[src/ow_bsm_pkg.sv]
`timescale 1ns / 1ps
// ----------------------------------------------------------------------------
// ow_bsm_pkg
// Shared types and constants for the one-wire bit-slot master.
// ----------------------------------------------------------------------------
package ow_bsm_pkg;

   // Command and tick codes carried in the request tuser
   typedef enum logic [1:0] {
      ACT_TICK  = 2'd0,
      ACT_TOUCH = 2'd1,
      ACT_WRITE = 2'd2,
      ACT_READ  = 2'd3
   } action_type;

   // Register map
   localparam int CFG_COUNT   = 5;
   localparam int CSR_INDEX_W = 3;
   localparam int CSR_DATA_W  = 10;

   localparam logic [CSR_INDEX_W-1:0] REG_WZ_LOW      = 3'd0;
   localparam logic [CSR_INDEX_W-1:0] REG_WZ_RECOVERY = 3'd1;
   localparam logic [CSR_INDEX_W-1:0] REG_RD_LOW      = 3'd2;
   localparam logic [CSR_INDEX_W-1:0] REG_RD_RELEASE  = 3'd3;
   localparam logic [CSR_INDEX_W-1:0] REG_RD_RECOVERY = 3'd4;

   // Reset values of the timing registers, in ticks
   localparam logic [CSR_DATA_W-1:0] RST_WZ_LOW      = 10'd60;
   localparam logic [CSR_DATA_W-1:0] RST_WZ_RECOVERY = 10'd10;
   localparam logic [CSR_DATA_W-1:0] RST_RD_LOW      = 10'd6;
   localparam logic [CSR_DATA_W-1:0] RST_RD_RELEASE  = 10'd9;
   localparam logic [CSR_DATA_W-1:0] RST_RD_RECOVERY = 10'd55;

   // Byte framing
   localparam int                BITS_PER_BYTE = 8;
   localparam int                COUNT_W       = 3;
   localparam logic [COUNT_W-1:0] LAST_BIT     = 3'(BITS_PER_BYTE - 1);
   localparam logic [BITS_PER_BYTE-1:0] READ_FILL = 8'hFF;

   // Stream widths
   localparam int REQ_DATA_W = 16;
   localparam int RSP_DATA_W = 16;

   // One result word
   typedef struct packed {
      logic                     rejected;
      logic [BITS_PER_BYTE-1:0] read_value;
      logic                     done_res;
      logic                     busy_res;
      logic                     pull_low;
   } rsp_word_type;

endpackage

[src/ow_bsm_csr.sv]
`timescale 1ns / 1ps
// ----------------------------------------------------------------------------
// ow_bsm_csr
// Timing register file; values are kept masked to the phase timer width.
// ----------------------------------------------------------------------------
module ow_bsm_csr #(
   parameter int TIMER_BITS = 10
) (
   input  logic                                  clock,
   input  logic                                  reset,
   input  logic                                  csr_fire,
   input  logic [ow_bsm_pkg::CSR_INDEX_W-1:0]    csr_index,
   input  logic [ow_bsm_pkg::CSR_DATA_W-1:0]     csr_data,
   output logic [ow_bsm_pkg::CFG_COUNT-1:0][TIMER_BITS-1:0] lengths
);
   import ow_bsm_pkg::*;

   localparam int KEEP_W = (TIMER_BITS < CSR_DATA_W) ? TIMER_BITS : CSR_DATA_W;

   logic [CFG_COUNT-1:0][TIMER_BITS-1:0] cfg_ff;

   function automatic logic [TIMER_BITS-1:0] trim(input logic [CSR_DATA_W-1:0] v);
      return TIMER_BITS'(v[KEEP_W-1:0]);
   endfunction

   // Register writes; indexes past the map are dropped
   always_ff @(posedge clock) begin
      if (reset) begin
         cfg_ff[0] <= trim(RST_WZ_LOW);
         cfg_ff[1] <= trim(RST_WZ_RECOVERY);
         cfg_ff[2] <= trim(RST_RD_LOW);
         cfg_ff[3] <= trim(RST_RD_RELEASE);
         cfg_ff[4] <= trim(RST_RD_RECOVERY);
      end else if (csr_fire) begin
         case (csr_index)
            REG_WZ_LOW:      cfg_ff[0] <= trim(csr_data);
            REG_WZ_RECOVERY: cfg_ff[1] <= trim(csr_data);
            REG_RD_LOW:      cfg_ff[2] <= trim(csr_data);
            REG_RD_RELEASE:  cfg_ff[3] <= trim(csr_data);
            REG_RD_RECOVERY: cfg_ff[4] <= trim(csr_data);
            default: ;
         endcase
      end
   end

   assign lengths = cfg_ff;

endmodule

[src/ow_bsm_engine.sv]
`timescale 1ns / 1ps
// ----------------------------------------------------------------------------
// ow_bsm_engine
// Slot sequencer: phase, timer, bit count and shift register, advanced once
// per accepted word. A tick may close up to three phases in one step.
// ----------------------------------------------------------------------------
module ow_bsm_engine #(
   parameter int TIMER_BITS = 10
) (
   input  logic                                  clock,
   input  logic                                  reset,
   input  logic                                  req_fire,
   input  ow_bsm_pkg::action_type                action,
   input  logic [ow_bsm_pkg::BITS_PER_BYTE-1:0]  command_data,
   input  logic                                  line_level,
   input  logic [ow_bsm_pkg::CFG_COUNT-1:0][TIMER_BITS-1:0] lengths,
   output ow_bsm_pkg::rsp_word_type              result
);
   import ow_bsm_pkg::*;

   typedef enum logic [1:0] {
      PH_IDLE     = 2'd0,
      PH_LOW      = 2'd1,
      PH_RELEASE  = 2'd2,
      PH_RECOVERY = 2'd3
   } phase_type;

   localparam int PHASE_STEPS = 3;

   phase_type                phase_ff,   phase_in;
   logic [TIMER_BITS-1:0]    timer_ff,   timer_in;
   logic [COUNT_W-1:0]       count_ff,   count_in;
   logic [BITS_PER_BYTE-1:0] shift_ff,   shift_in;
   action_type               kind_ff,    kind_in;
   logic                     sampled_ff, sampled_in;

   logic [TIMER_BITS-1:0] wz_low, wz_rec, rd_low, rd_rel, rd_rec;

   assign wz_low = lengths[0];
   assign wz_rec = lengths[1];
   assign rd_low = lengths[2];
   assign rd_rel = lengths[3];
   assign rd_rec = lengths[4];

   // Low time of a new slot; a zero setting still gives one tick
   function automatic logic [TIMER_BITS-1:0] low_len(
      input logic                  read_slot,
      input logic [TIMER_BITS-1:0] rd,
      input logic [TIMER_BITS-1:0] wz
   );
      logic [TIMER_BITS-1:0] t;
      t = read_slot ? rd : wz;
      if (t == '0) t = TIMER_BITS'(1);
      return t;
   endfunction

   // Next state and result of one word
   always_comb begin
      logic done_v;
      logic rej_v;
      logic last_v;
      logic [BITS_PER_BYTE-1:0] value_v;

      phase_in   = phase_ff;
      timer_in   = timer_ff;
      count_in   = count_ff;
      shift_in   = shift_ff;
      kind_in    = kind_ff;
      sampled_in = sampled_ff;
      done_v     = 1'b0;
      rej_v      = 1'b0;
      last_v     = 1'b0;
      value_v    = '0;

      if (action == ACT_TICK) begin
         if (phase_ff != PH_IDLE) begin
            timer_in = timer_ff - TIMER_BITS'(1);
            // expired phases chain on the same tick
            for (int i = 0; i < PHASE_STEPS; i++) begin
               if (timer_in == '0 && phase_in != PH_IDLE) begin
                  case (phase_in)
                     PH_LOW: begin
                        if (shift_in[0]) begin
                           phase_in = PH_RELEASE;
                           timer_in = rd_rel;
                        end else begin
                           sampled_in = 1'b0;
                           phase_in   = PH_RECOVERY;
                           timer_in   = wz_rec;
                        end
                     end
                     PH_RELEASE: begin
                        sampled_in = line_level;
                        phase_in   = PH_RECOVERY;
                        timer_in   = rd_rec;
                     end
                     PH_RECOVERY: begin
                        last_v   = (kind_in == ACT_TOUCH) || (count_in == LAST_BIT);
                        shift_in = {sampled_in, shift_in[BITS_PER_BYTE-1:1]};
                        count_in = count_in + COUNT_W'(1);
                        if (last_v) begin
                           phase_in = PH_IDLE;
                           timer_in = '0;
                           count_in = '0;
                           done_v   = 1'b1;
                        end else begin
                           phase_in = PH_LOW;
                           timer_in = low_len(shift_in[0], rd_low, wz_low);
                        end
                     end
                     default: phase_in = PH_IDLE;
                  endcase
               end
            end
            if (done_v) begin
               if (kind_in == ACT_TOUCH)
                  value_v = BITS_PER_BYTE'(sampled_in);
               else if (kind_in == ACT_READ)
                  value_v = shift_in;
            end
         end
      end else if (phase_ff != PH_IDLE) begin
         rej_v = 1'b1;
      end else begin
         // new command: first slot starts driving low at once
         kind_in    = action;
         count_in   = '0;
         sampled_in = 1'b0;
         if (action == ACT_TOUCH)
            shift_in = BITS_PER_BYTE'(command_data[0]);
         else if (action == ACT_WRITE)
            shift_in = command_data;
         else
            shift_in = READ_FILL;
         phase_in = PH_LOW;
         timer_in = low_len(shift_in[0], rd_low, wz_low);
      end

      result.pull_low   = (phase_in == PH_LOW);
      result.busy_res   = (phase_in != PH_IDLE);
      result.done_res   = done_v;
      result.read_value = value_v;
      result.rejected   = rej_v;
   end

   // Sequencer state
   always_ff @(posedge clock) begin
      if (reset) begin
         phase_ff   <= PH_IDLE;
         timer_ff   <= '0;
         count_ff   <= '0;
         shift_ff   <= '0;
         kind_ff    <= ACT_TICK;
         sampled_ff <= 1'b0;
      end else if (req_fire) begin
         phase_ff   <= phase_in;
         timer_ff   <= timer_in;
         count_ff   <= count_in;
         shift_ff   <= shift_in;
         kind_ff    <= kind_in;
         sampled_ff <= sampled_in;
      end
   end

endmodule

[src/one_wire_bit_slot_master_unit.sv]
`timescale 1ns / 1ps
// ----------------------------------------------------------------------------
// one_wire_bit_slot_master_unit
// One-wire bus master that times write-zero and read slots from tick words.
// ----------------------------------------------------------------------------
// Usage:
//   req_*  : one word per tick (1 us, with the sampled line level) or per
//            command (touch bit, write byte, read byte). tuser is the action.
//   rsp_*  : exactly one result word per request word: pull-low drive, busy,
//            done, read value and a rejected flag for commands sent while busy.
//   csr_*  : timing register writes, taken every cycle; write only while idle.
// The result of a request word is written to the output register on the edge
// that accepts it. Throughput is one word per cycle while the receiver takes
// results, set by the single-step sequencer update; a tick may close up to three
// slot phases in that step.
// When the receiver stalls, the result holds and a new request is taken only
// in the cycle the held result is taken, so req_tready follows rsp_tready.
// Reset (synchronous) returns the sequencer to idle, empties the output
// register and loads the default slot timings.
// ----------------------------------------------------------------------------
module one_wire_bit_slot_master_unit #(
   parameter int TIMER_BITS = 10
) (
   input  logic                                   clock,
   input  logic                                   reset,
   input  logic                                   req_tvalid,
   output logic                                   req_tready,
   input  logic [ow_bsm_pkg::REQ_DATA_W-1:0]      req_tdata,  // command_data[7:0], line_level[8]
   input  logic [1:0]                             req_tuser,  // action[1:0]
   output logic                                   rsp_tvalid,
   input  logic                                   rsp_tready,
   output logic [ow_bsm_pkg::RSP_DATA_W-1:0]      rsp_tdata,  // pull_low[0], busy_res[1],
                                                              // done_res[2], read_value[10:3],
                                                              // rejected[11]
   input  logic                                   csr_valid,
   output logic                                   csr_ready,
   input  logic [ow_bsm_pkg::CSR_INDEX_W-1:0]     csr_index,
   input  logic [ow_bsm_pkg::CSR_DATA_W-1:0]      csr_data
);
   import ow_bsm_pkg::*;

   logic                                 req_fire;
   logic                                 csr_fire;
   logic [CFG_COUNT-1:0][TIMER_BITS-1:0] lengths;
   rsp_word_type                         result;
   logic                                 rsp_valid_ff;
   rsp_word_type                         rsp_word_ff;

   assign csr_ready  = 1'b1;
   assign csr_fire   = csr_valid && csr_ready;
   assign req_tready = !rsp_valid_ff || rsp_tready;
   assign req_fire   = req_tvalid && req_tready;

   ow_bsm_csr #(.TIMER_BITS(TIMER_BITS)) u_csr (
      .clock     (clock),
      .reset     (reset),
      .csr_fire  (csr_fire),
      .csr_index (csr_index),
      .csr_data  (csr_data),
      .lengths   (lengths)
   );

   ow_bsm_engine #(.TIMER_BITS(TIMER_BITS)) u_engine (
      .clock        (clock),
      .reset        (reset),
      .req_fire     (req_fire),
      .action       (action_type'(req_tuser)),
      .command_data (req_tdata[BITS_PER_BYTE-1:0]),
      .line_level   (req_tdata[BITS_PER_BYTE]),
      .lengths      (lengths),
      .result       (result)
   );

   // Output register valid
   always_ff @(posedge clock) begin
      if (reset)
         rsp_valid_ff <= 1'b0;
      else if (req_fire)
         rsp_valid_ff <= 1'b1;
      else if (rsp_tready)
         rsp_valid_ff <= 1'b0;
   end

   // Output register payload
   always_ff @(posedge clock) begin
      if (req_fire) rsp_word_ff <= result;
   end

   assign rsp_tvalid = rsp_valid_ff;
   assign rsp_tdata  = RSP_DATA_W'(rsp_word_ff);

endmodule

[config.mk]
export PLATFORM = sky130hd
export DESIGN_NAME = one_wire_bit_slot_master_unit
export DESIGN_NICKNAME = d
export VERILOG_FILES = /design/src/ow_bsm_pkg.sv /design/src/ow_bsm_csr.sv /design/src/ow_bsm_engine.sv /design/src/one_wire_bit_slot_master_unit.sv
export SDC_FILE = /design/constraint.sdc
export NUM_CORES = 1
export LEC_CHECK = 0
export BUFFER_PORTS_ARGS = -buffer_cell sky130_fd_sc_hd__buf_2
export CAP_MARGIN = 0
export CORE_MARGIN = 2
export CORE_UTILIZATION = 55
export CTS_CLUSTER_DIAMETER = 200
export DETAILED_ROUTE_END_ITERATION = 8
export PLACE_DENSITY = 0.8
export RECOVER_POWER = 100
export SYNTH_ARGS = -nofsm -noshare
export SYNTH_HDL_FRONTEND = slang
export SYNTH_HIERARCHICAL = 1
export SYNTH_SLANG_ARGS = --single-unit
export TNS_END_PERCENT = 5
[constraint.sdc]
create_clock -name clock -period 9.05 [get_ports clock]
set_input_delay 0 -clock clock [delete_from_list [all_inputs] [get_ports clock]]
set_output_delay 0 -clock clock [all_outputs]
set_load 0.02 [all_outputs]
[After elaboration in Yosys (flattened, before gate mapping)]
Cells that the tools add are included.
Operators by class
  $add $sub $neg: 4
  multipliers: 0
  div/mod/pow operators: 0
  $lt $le $gt $ge: 0
  eq/ne operators: 23
  shift-type cells: 0
  multiplexer cells: 107
  bitwise logic cells: 4
  reductions and logical operators: 33
Operators by type and width (count)
  $mux 10: 24
  $mux 8: 17
  $pmux 10 s3: 3
  $logic_not 10->1: 7
  $mux 3: 16
  $mux 1: 31
  $mux 2: 10
  $pmux 2 s3: 3
  $eq 2x2->1 const B: 8
  $eq 2x1->1 const B: 6
  $eq 3x3->1 const B: 4
  $reduce_and 2->1: 6
  $reduce_bool 2->1: 5
  $sub 10x1->10 const B: 1
  $add 3x1->3 const B: 3
  $reduce_and 3->1: 3
  $eq 3x2->1 const B: 2
  $pmux 1 s2: 3
  $reduce_or 5->1: 1
  $logic_and 1x1->1: 4
  $logic_or 1x1->1: 4
  $not 1->1: 4
  $eq 3x1->1 const B: 1
  $logic_not 3->1: 1
  other kinds (4): 4
Storage, ports and cells
  bits in registers: 89
  latch bits: 0
  bits in writable memories: 0
  ROM bits: 0
  bits of input ports: 36
  output and inout port bits: 19
  logic and storage cells: 189
  memories: 0

[Depth between registers and ports, before layout]
Gate-level depths: netlist of the first run.
  depth in word-level cells: 23
  mapped depth: 30

[Modules after synthesis]
Netlist of the first run, hierarchy kept.
By module, submodules not included
  ow_bsm_engine: instances 1, cells each 666, area an instance 4693.3 µm²
  ow_bsm_csr: instances 1, cells each 185, area an instance 1993.2 µm²
  one_wire_bit_slot_master_unit: instances 1, cells each 24, area an instance 460.4 µm²

[Worst setup path after synthesis of the first run]
OpenSTA, ideal clock, no wires.
  path type: register -> register
  start: reg u_engine.timer_ff[0]
  end: reg rsp_word_ff (netlist bit rsp_tdata[1]), data pin
  library setup time: 0.254 ns
  data arrival time: 5.361 ns
  data required time: 8.796 ns
  setup slack: 3.435 ns
  stages on the path, launching flop included: 29
  period minus slack after synthesis: 5.615 ns
  path through: dfxtp_1 > buf_6 > inv_1 > ha_1 > or4b_1 > clkbuf_1 > nor2_1 > o31ai_2 > nor4_4 > clkbuf_1 > o21ai_0 > ha_1 > a21oi_1 > nand2_1 > a211oi_1 > or3b_1 > buf_2 > a2111oi_0 > a21oi_1 > inv_1 > ha_1 > a31oi_1 > nand2_1 > nor3_1 > and4_1 > buf_6 > mux2i_1 > a22oi_2 > a21bo_1
RTL lines
  start, declared: RTL line ow_bsm_engine.sv:31  | logic [TIMER_BITS-1:0] timer_ff, timer_in;
  start signal, assigned: RTL line ow_bsm_engine.sv:157  | timer_ff <= timer_in;
  end signal, assigned: RTL line one_wire_bit_slot_master_unit.sv:86  | if (req_fire) rsp_word_ff <= result;
  end, declared: RTL line one_wire_bit_slot_master_unit.sv:47  | rsp_word_type rsp_word_ff;

[Worst setup path in the final report of the first run]
  start: reg u_engine.timer_ff[0]
  end: reg u_engine.shift_ff[7]
On the way
  word-level cells in the longest chain between the ends: 19
  elaborated cells between the ends (all ways): 55
  classes of those cells: add/sub (1); eq/ne (5); mux (39); reduce/logical (10)
RTL lines
  $sub 10x1->10 (*): RTL line ow_bsm_engine.sv:77  | timer_in = timer_ff - TIMER_BITS'(1);
  $logic_not 10->1: RTL line ow_bsm_engine.sv:80  | if (timer_in == '0 && phase_in != PH_IDLE) begin
  $logic_and 1x1->1: RTL line ow_bsm_engine.sv:80
  $mux 8: RTL line ow_bsm_engine.sv:80
  $mux 8: RTL line ow_bsm_engine.sv:76  | if (phase_ff != PH_IDLE) begin
  $mux 8: RTL line ow_bsm_engine.sv:75  | if (action == ACT_TICK) begin
  $mux 10: RTL line ow_bsm_engine.sv:52  | t = read_slot ? rd : wz;
  $logic_not 10->1: RTL line ow_bsm_engine.sv:53  | if (t == '0) t = TIMER_BITS'(1);
  [3 not listed]
  $mux 10: RTL line ow_bsm_engine.sv:80
  $mux 10: RTL line ow_bsm_engine.sv:76
  $mux 10: RTL line ow_bsm_engine.sv:75
  $logic_not 10->1: RTL line ow_bsm_engine.sv:80
  $logic_and 1x1->1: RTL line ow_bsm_engine.sv:80
  $mux 8 (*): RTL line ow_bsm_engine.sv:80
  $mux 8 (*): RTL line ow_bsm_engine.sv:76
  $mux 8 (*): RTL line ow_bsm_engine.sv:75
  end signal, assigned: RTL line ow_bsm_engine.sv:159  | shift_ff <= shift_in;
  end, declared: RTL line ow_bsm_engine.sv:33  | logic [BITS_PER_BYTE-1:0] shift_ff, shift_in;
Every way passes the cells marked *; elsewhere a longest branch is shown, timed or not. The select of a mux whose other input is x is not followed.
A chain may end at the register's enable or synchronous reset.

==> results of run 1 <==
through the flow:
stage | hold slack, ns | area [sq um]
finish | 0.004736 | 7752
global route | 0.02500 | 7752
CTS | 0.0003482 | 7804
detailed placement | 0.2593 | 7347
global placement | 0.2558 | 7347
floorplan | 0.06244 | 7158
logic make-up after synthesis:
family,after synthesis
other,2
adder cells (fa/ha/maj),22
flip-flops,89
buffers and inverters,91
multiplexers,114
AO/OA/AOI/OAI,231
XOR/XNOR,7
AND/OR/NAND/NOR,319
final timing paths:
| kind | slack [ns] | endpoint | depth (start not counted) |
|---|---|---|---|
| worst max-delay path | 1.43 | u_engine/shift_ff[7] | 24 |
| worst min-delay path | 0.005 | u_csr/lengths[49] | 3 |
| worst max register to register | 1.43 | u_engine/shift_ff[7] | 24 |
| worst min register to register | 0.49 | u_engine/count_ff[1] | 2 |
placed cells by master (no fill, tap or decap), drive strengths merged, types with 6 or more instances in the layout:
| cell | instances |
|---|---|
| a2111oi | 8 |
| a211oi | 6 |
| a21boi | 6 |
| a21oi | 35 |
| a221oi | 9 |
| a22oi | 15 |
| a311oi | 6 |
| a31oi | 10 |
| a32oi | 6 |
| and2 | 9 |
| buf | 35 |
| clkbuf | 25 |
| dfxtp | 77 |
| dlygate4sd3 | 13 |
| edfxtp | 12 |
| ha | 22 |
| inv | 27 |
| mux2 | 27 |
| mux2i | 87 |
| nand2 | 64 |
| nand2b | 51 |
| nand3 | 32 |
| nand4 | 12 |
| nor2 | 71 |
| nor3 | 28 |
| nor4 | 13 |
| o211ai | 9 |
| o21ai | 61 |
| o31ai | 8 |
| xnor2 | 7 |
state kept, by name, summed over array words and instances (netlist names):
signal and cells:
rsp_tdata 12, u_engine/shift_ff 8, u_engine/count_ff 3, u_csr/lengths 50
u_engine/sampled_ff 1, u_engine/kind_ff 2, rsp_tvalid 1, u_engine/phase_ff 2
u_engine/timer_ff 10
area by class of cell:
class,instances,share of cell area [%]
Multi-Input combinational cell,698,62.28
Sequential cell,89,24.53
Timing Repair Buffer,64,4.939
Clock buffer,9,2.905
Tap cell,172,2.776
Clock inverter,7,1.307
Inverter,26,1.259
power breakdown:
part	switching, mW	internal, mW	leakage (nW)
registers	0.0286	0.418	0.745
logic	0.192	0.106	2.17
clock network	0.167	0.245	0.158
total	0.387	0.768	3.07
per-layer routing:
layer | wire, um | global-route usage (%) | part of all wire [%] | vias up
met3 | 2790 | 8.672 | 12 | 96
met1 | 9731 | 45.46 | 41 | 3411
met5 | 0 | 0 | 0 | -
li1 | - | - | - | 3302
met4 | 997 | 16.94 | 4.2 | 0
met2 | 10350 | 49.64 | 43 | 505
worst min-delay path, stage by stage:
cell	delay (ns)
sky130_fd_sc_hd__buf_2	0.07
sky130_fd_sc_hd__nand2b_1	0.11
sky130_fd_sc_hd__mux2i_1	0.14
==> impl_results.md, run 1 <==
* Result of the run: finished, violations left
* Failing checks: max-capacitance violations, max-slew violations
* Area share of fa/ha/maj cells after synthesis at 3.852%
* Cell accounting for the most synthesized area: sky130_fd_sc_hd__dfxtp_1
* Post-Syn Area per Cell at 8.168 sq um
* Gpl congestion at between 1 and 1.5
* Number of placed I/O pins at 55
* Clock slew at the register clock pins of the worst setup and hold paths at 0.06 ns
* Number of failing setup endpoints in the final timing report at 0
* Final critical-path share of the clock period at 84.25%
* TritonCTS clock tree: built
* Count of distinct cell types in the synthesized netlist at 86
* Maximum fanout count along the critical path at 14
* Async set or reset register ratio after synthesis at 0%
* Initial antenna violation count at 0
* Cells after synthesis at approximately 880
* Worst R2R Start: u_engine/timer_ff[0]
* Final Non-Filler Cells at 1065
* Setup WS pre-CTS at ~1.8 ns
* Htree depth at 3
* Routed wire length per instance at 22.41 um
* Highest ir drop seen on vdd at between 0.0001 and 0.00015 V
* Sequential standard cell area at between 1500 and 2000 sq um
* Most used DFF post-synth: sky130_fd_sc_hd__dfxtp_1
* Number of violations reported at the end of detailed-routing iteration 0 at 1155
* Post-synthesis instance area at 7147 sq um
* Delay-heaviest family, CP: simple AND/OR/NAND/NOR gates
* Highest Clock Rate at 131.1 MHz
* Worst setup path class: flop to flop
* Vias per cell at slightly below 7
* Worst path max stage delay at 0.68 ns
* Final hold violation count at 0
* Basic-gate share of the synthesized area counting and, or, nand and nor cells at 23.69%
* Insertion delay of the later-clocked pin in the worst-skew pair at 0.36 ns
* Minimum clock period after layout at 7.625 ns
* Mux share of post-synthesis cell area at between 15 and 20%
* Required time reported for the critical path endpoint at 9.35 ns
* Xor/xnor cell area share of the yosys netlist at 0.8578%
* Final ANT Viol Nets at 0
* Worst path arrival time at 7.92 ns
* Total power after layout at 1.156 mW
* Wire length of the first global-routing pass at ~37000 um
* Hold bufs inserted after CTS at 13
* Fin util at 61.18%
* Worst Max-Slew Pin Slew at 3.169 ns
* Growth of design area from synthesis to finish at 8.473%
* Startpoint type of the worst setup path: flop
* Vias at 7314
* TritonCTS buffer count at 9
* Endpoint type of the worst setup path: flop
* Number of input and output port buffers inserted at 42
* Final total negative setup slack at 0 ns
* Resized Gates After CTS at 0
* Count of pins over their slew limit at 87
* Post-route setup slack at 1.425 ns
* Cell-by-cell listing of the critical path: inv_1 > ha_1 > or4b_1 > nor2_1 > o31a_1 > nand3_1 > nand2_1 > o21ai_0 > ha_1 > ha_1 > nand2b_1 > nor2_1 > a2111oi_0 > a21oi_1 > inv_1 > ha_1 > a31oi_1 > nand2_1 > nor3_1 > nand4_1 > nor2_1 > a21oi_1 > o41ai_1 > dlygate4sd3_1
* Cell occurring most often along the worst timing path: sky130_fd_sc_hd__ha_1
* Number of warnings reported in the yosys synthesis log at 6
* Most repeated cell in the gate-level netlist after synthesis: sky130_fd_sc_hd__mux2i_1
* Clock sink count at 89
* Pin count of the biggest net entering global routing at 87
* Area taken by multi-input logic gates at between 4000 and 5000 sq um
* Startpoint of the worst hold path: csr_data[9]
* Post-CTS setup buffer count at 0
* Placement row count at 41
* Number of nets in the layout at 946
* Worst min path class: input port to flop
* Total placed cells including tap cells at 1036
* RSZ-0062 raised after global routing: false
* Buffer levels on the longest clock path at 2
* Number of global-route vias before repair at 6776
* Most area-consuming cells after synthesis: sky130_fd_sc_hd__dfxtp_1, sky130_fd_sc_hd__mux2i_1, sky130_fd_sc_hd__edfxtp_1
* EDFF count, synth at 12
* Final antenna diode count at 0
* DRC at 0
* Top cells by instance count after synthesis: sky130_fd_sc_hd__mux2i_1, sky130_fd_sc_hd__dfxtp_1, sky130_fd_sc_hd__nor2_1
* Relative max-transition margin at -111.2%
* Part of the Yosys area used for sequential elements at 26.61%
* Grt total ovfl at 0
* Crit path buf inv count at 3
* Clock root cell: sky130_fd_sc_hd__clkbuf_16
* Start point of the critical path: u_engine/timer_ff[0]
* Power density cells at 149.1 nW/um^2
* Final WL at 23870 um
* Compound-Gate Fraction of Synth Area at 22.69%
* Floorplan die area at 13920 sq um
* Max-capacitance violation count at 1
* Number of detailed-route iterations in the first pass at 9
* Flip-flop and latch count after synthesis at 89
* Slowest cell on the critical path: sky130_fd_sc_hd__nor2_1
* Main combinational cell family by area after synthesis: simple AND/OR/NAND/NOR gates
* Half-perimeter wire length after placement at between 15000 and 20000 um
* Starting Density at 56.40%
* Global Route Usage Sum at ~34%
* Layout cell share with drive strength beyond 1 at between 10% and 20%
* Y dimension of the die at roughly 120 um
* Fraction of synthesized cell area taken by the top area cell type at 21.57%
* Die width at 118.0 um
* Filler cell count in the final layout at 1130
* Area inside the core boundary at 12670 sq um
* Cell leakage power at 3.072 nW
* Largest clock skew in the final design at 0.006597 ns
Note: power is estimated with default switching activity, not from simulation.
==> inputs of run 2 (changes only) <==
- clock period: 9.05 -> 7.2 ns (I/O delays scaled with it)
==> run 2 against run 1 <==
Net effect: the flow still finishes with violations (max-capacitance violations, max-slew violations); combinational power increased by 29%; cell count increased by 1.3%; global-route usage increased by 1.2 points; setup slack got worse by 1.0 ns; largest cell class unchanged; register-to-register slack got worse by 1.0 ns; via count increased by 2.0%; die area unchanged; sequential cell count unchanged; non-clock buffer count increased by 14; maximum frequency increased by 12%; sequential share of layout area decreased by 0.23 points; critical endpoint unchanged.
==> impl_results.md, run 2 (synthesized netlist as in run 1, its figures left out) <==
* Result of the run: finished, violations left (unchanged)
* Failing checks: max-capacitance violations, max-slew violations (unchanged)
* Leading cell type in the layout, fill and taps excluded: sky130_fd_sc_hd__mux2i_1 (unchanged)
* Post-CTS setup buffer count at 0 (unchanged)
* RSZ-0062 raised after global routing: false (unchanged)
* Number of global-route vias before repair at 6910 (was 6776)
* Endpoint type of the worst setup path: flop (unchanged)
* Slowest cell on the critical path: sky130_fd_sc_hd__nor4_4 (was sky130_fd_sc_hd__nor2_1)
* Worst min path class: input port to flop (unchanged)
* Vias at 7462 (was 7314)
* Vias per cell at 6.916 (was 6.868)
* Placement row count at 41 (unchanged)
* Final antenna diode count at 0 (unchanged)
* Area inside the core boundary at 12670 sq um (unchanged)
* Final hold violation count at 0 (unchanged)
* Maximum fanout count along the critical path at 16 (was 14)
* Gpl congestion at 1.067 (was 1.040)
* TritonCTS clock tree: built (unchanged)
* Clock slew at the register clock pins of the worst setup and hold paths at 0.07 ns (was 0.06 ns)
* Sequential group share of total power at 39.2% (was 38.6%)
* Highest ir drop seen on vdd at 0.0001655 V (was 0.0001204 V)
* Commonest non-fill, non-tap cells in the layout: sky130_fd_sc_hd__mux2i_1, sky130_fd_sc_hd__dfxtp_1, sky130_fd_sc_hd__nor2_1, sky130_fd_sc_hd__nand2_1, sky130_fd_sc_hd__o21ai_0 (unchanged)
* Final total negative setup slack at 0 ns (unchanged)
* Fin util at 61.77% (was 61.18%)
* Final critical-path share of the clock period at 94.70% (was 84.25%)
* Pin count of the biggest net entering global routing at 67 (was 87)
* Worst path arrival time at 7.12 ns (was 7.92 ns)
* Final ANT Viol Nets at 0 (unchanged)
* Minimum setup slack among reg-to-reg paths at 0.38 ns (was 1.43 ns)
* Worst-case hold path end point: u_engine/kind_ff[1] (was u_csr/lengths[49])
* Cell leakage power at 3.120 nW (was 3.072 nW)
* Initial antenna violation count at 0 (unchanged)
* Growth of design area from synthesis to finish at 9.506% (was 8.473%)
* Number of placed I/O pins at 55 (unchanged)
* Layout cell share with drive strength beyond 1 at 11.80% (was 10.53%)
* Startpoint type of the worst setup path: flop (unchanged)
* Number of violations reported at the end of detailed-routing iteration 0 at 1094 (was 1155)
* Clock sink count at 89 (unchanged)
* Delay-heaviest family, CP: simple AND/OR/NAND/NOR gates (unchanged)
* Global Route Usage Sum at 34.91% (was 33.69%)
* Half-perimeter wire length after placement at 17360 um (was 16620 um)
* Relative max-transition margin at -57.88% (was -111.2%)
* Y dimension of the die at 118.0 um (unchanged)
* Flip-flop count of the largest register, all copies and words added at 50 (unchanged)
* Starting Density at 56.40% (unchanged)
* Final instance area at 7826 sq um (was 7752 sq um)
* Startpoint of the worst hold path: req_tuser[1] (was csr_data[9])
* Resized Gates After CTS at 0 (unchanged)
* Insertion delay of the later-clocked pin in the worst-skew pair at 0.36 ns (about the same)
* R2R depth at 25 (was 24)
* Count of pins over their slew limit at 67 (was 87)
* Final WL at 24590 um (was 23870 um)
* Required time reported for the critical path endpoint at 7.50 ns (was 9.35 ns)
* Number of failing setup endpoints in the final timing report at 0 (unchanged)
* Minimum clock period after layout at 6.818 ns (was 7.625 ns)
* Routed wire length per instance at 22.79 um (was 22.41 um)
* Net Switching at 0.4953 mW (was 0.3874 mW)
* Worst R2R Start: u_engine/timer_ff[0] (unchanged)
* Htree depth at 3 (unchanged)
* Power density cells at 183.3 nW/um^2 (was 149.1 nW/um^2)
* Hold bufs inserted after CTS at 11 (was 13)
* Buffer levels on the longest clock path at 2 (unchanged)
* Worst Max-Slew Pin Slew at 2.368 ns (was 3.169 ns)
* Wire length of the first global-routing pass at 38360 um (was 37160 um)
* Number of nets in the layout at 960 (was 946)
* Floorplan die area at 13920 sq um (unchanged)
* Worst setup path class: flop to flop (unchanged)
* TritonCTS buffer count at 9 (unchanged)
* Terminus of the critical flop-to-flop path: u_engine/shift_ff[7] (unchanged)
* Number of input and output port buffers inserted at 42 (unchanged)
* DRC at 0 (unchanged)
* Max-capacitance violation count at 1 (unchanged)
* Int Pwr at 0.9390 mW (was 0.7684 mW)
* Die width at 118.0 um (unchanged)
* Part of the power in combinational logic at 26.6% (was 25.7%)
* Number of detailed-route iterations in the first pass at 7 (was 9)
* Placed cell area at 7467 sq um (was 7347 sq um)
* Grt total ovfl at 0 (unchanged)
* Net switching fraction of the power at 34.53% (was 33.51%)
* Part of the power in the clock network at 34.2% (was 35.6%)
* Crit path buf inv count at 4 (was 3)
* Hold-critical path depth at 3 (unchanged)
* Highest Clock Rate at 146.7 MHz (was 131.1 MHz)
* Total power after layout at 1.434 mW (was 1.156 mW)
* Worst path max stage delay at 0.67 ns (was 0.68 ns)
* Clock root cell: sky130_fd_sc_hd__clkbuf_16 (unchanged)
* Largest clock skew in the final design at 0.005640 ns (was 0.006597 ns)
[run 2: worst reg2reg max path, cell delays in order, from the launching register on]
cell	delay, ns
sky130_fd_sc_hd__dfxtp_1	0.42
sky130_fd_sc_hd__inv_1	0.10
sky130_fd_sc_hd__ha_1	0.23
sky130_fd_sc_hd__or4b_1	0.58
sky130_fd_sc_hd__nor2_1	0.22
sky130_fd_sc_hd__o31ai_2	0.08
sky130_fd_sc_hd__buf_4	0.22
sky130_fd_sc_hd__nor4_4	0.67
sky130_fd_sc_hd__nand2_1	0.12
sky130_fd_sc_hd__o21ai_0	0.31
sky130_fd_sc_hd__ha_1	0.21
sky130_fd_sc_hd__ha_1	0.16
sky130_fd_sc_hd__nand2b_1	0.15
sky130_fd_sc_hd__or2_2	0.26
sky130_fd_sc_hd__nor2_1	0.22
sky130_fd_sc_hd__a221oi_1	0.34
sky130_fd_sc_hd__mux2i_1	0.12
sky130_fd_sc_hd__a221oi_1	0.37
sky130_fd_sc_hd__mux2i_1	0.19
sky130_fd_sc_hd__nor3_1	0.23
sky130_fd_sc_hd__nand4_1	0.19
sky130_fd_sc_hd__buf_4	0.23
sky130_fd_sc_hd__nor2_1	0.11
sky130_fd_sc_hd__a21oi_1	0.08
sky130_fd_sc_hd__o41ai_1	0.35
sky130_fd_sc_hd__dlygate4sd3_1	0.59
[run 2: worst max-delay path by stage]
stage                    startpoint                    to  slack (ns)  cells past startpoint
3_3_place_gp   u_engine/timer_ff[0]          rsp_tdata[1]        0.89                     23
5_1_grt        u_engine/timer_ff[1]  u_engine/shift_ff[7]        0.01                     25
3_5_place_dp   u_engine/timer_ff[0]          rsp_tdata[1]        0.83                     23
4_1_cts        u_engine/timer_ff[0]  u_engine/shift_ff[7]        0.62                     25
6_report       u_engine/timer_ff[0]  u_engine/shift_ff[7]        0.38                     25
2_1_floorplan  u_engine/timer_ff[0]          rsp_tdata[1]        1.58                     28
[run 2: metal layers]
layer | wire length (um) | global-route usage (%) | up-vias
met5 | 0 | 0 | -
met4 | 1522 | 20.33 | 0
met3 | 3216 | 9.012 | 149
met2 | 10190 | 51.60 | 592
met1 | 9659 | 45.84 | 3395
li1 | - | - | 3326
[run 2: metrics by stage]
stage          std cells  hold WS, ns  setup slack (ns)
2_1_floorplan        878      0.06244             1.585
3_3_place_gp        1052       0.2575            0.8881
3_5_place_dp        1052       0.2589            0.8316
4_1_cts             1079     0.001176            0.6179
5_1_grt             1079      0.02610           0.01125
6_report            1079     0.004037            0.3817
[run 2: final cells by class]
cell class | instances | area (sq um)
well taps | 172 | 215.2
clock inverters | 6 | 65.06
fillers | 1126 | 4845
clock buffers | 10 | 239.0
inverters | 26 | 97.59
flip-flops and latches | 89 | 1902
multi-input cells | 698 | 4828
repair buffers | 78 | 479.2
[run 2: power groups by stage]
stage	Clock [mW]	Combinational (mW)	Sequential [mW]
after floorplan	0	0.266	0.558
after global placement	0	0.357	0.570
after detailed placement	0	0.359	0.571
after CTS	0.494	0.367	0.560
after global routing	0.513	0.402	0.565
final	0.490	0.382	0.562
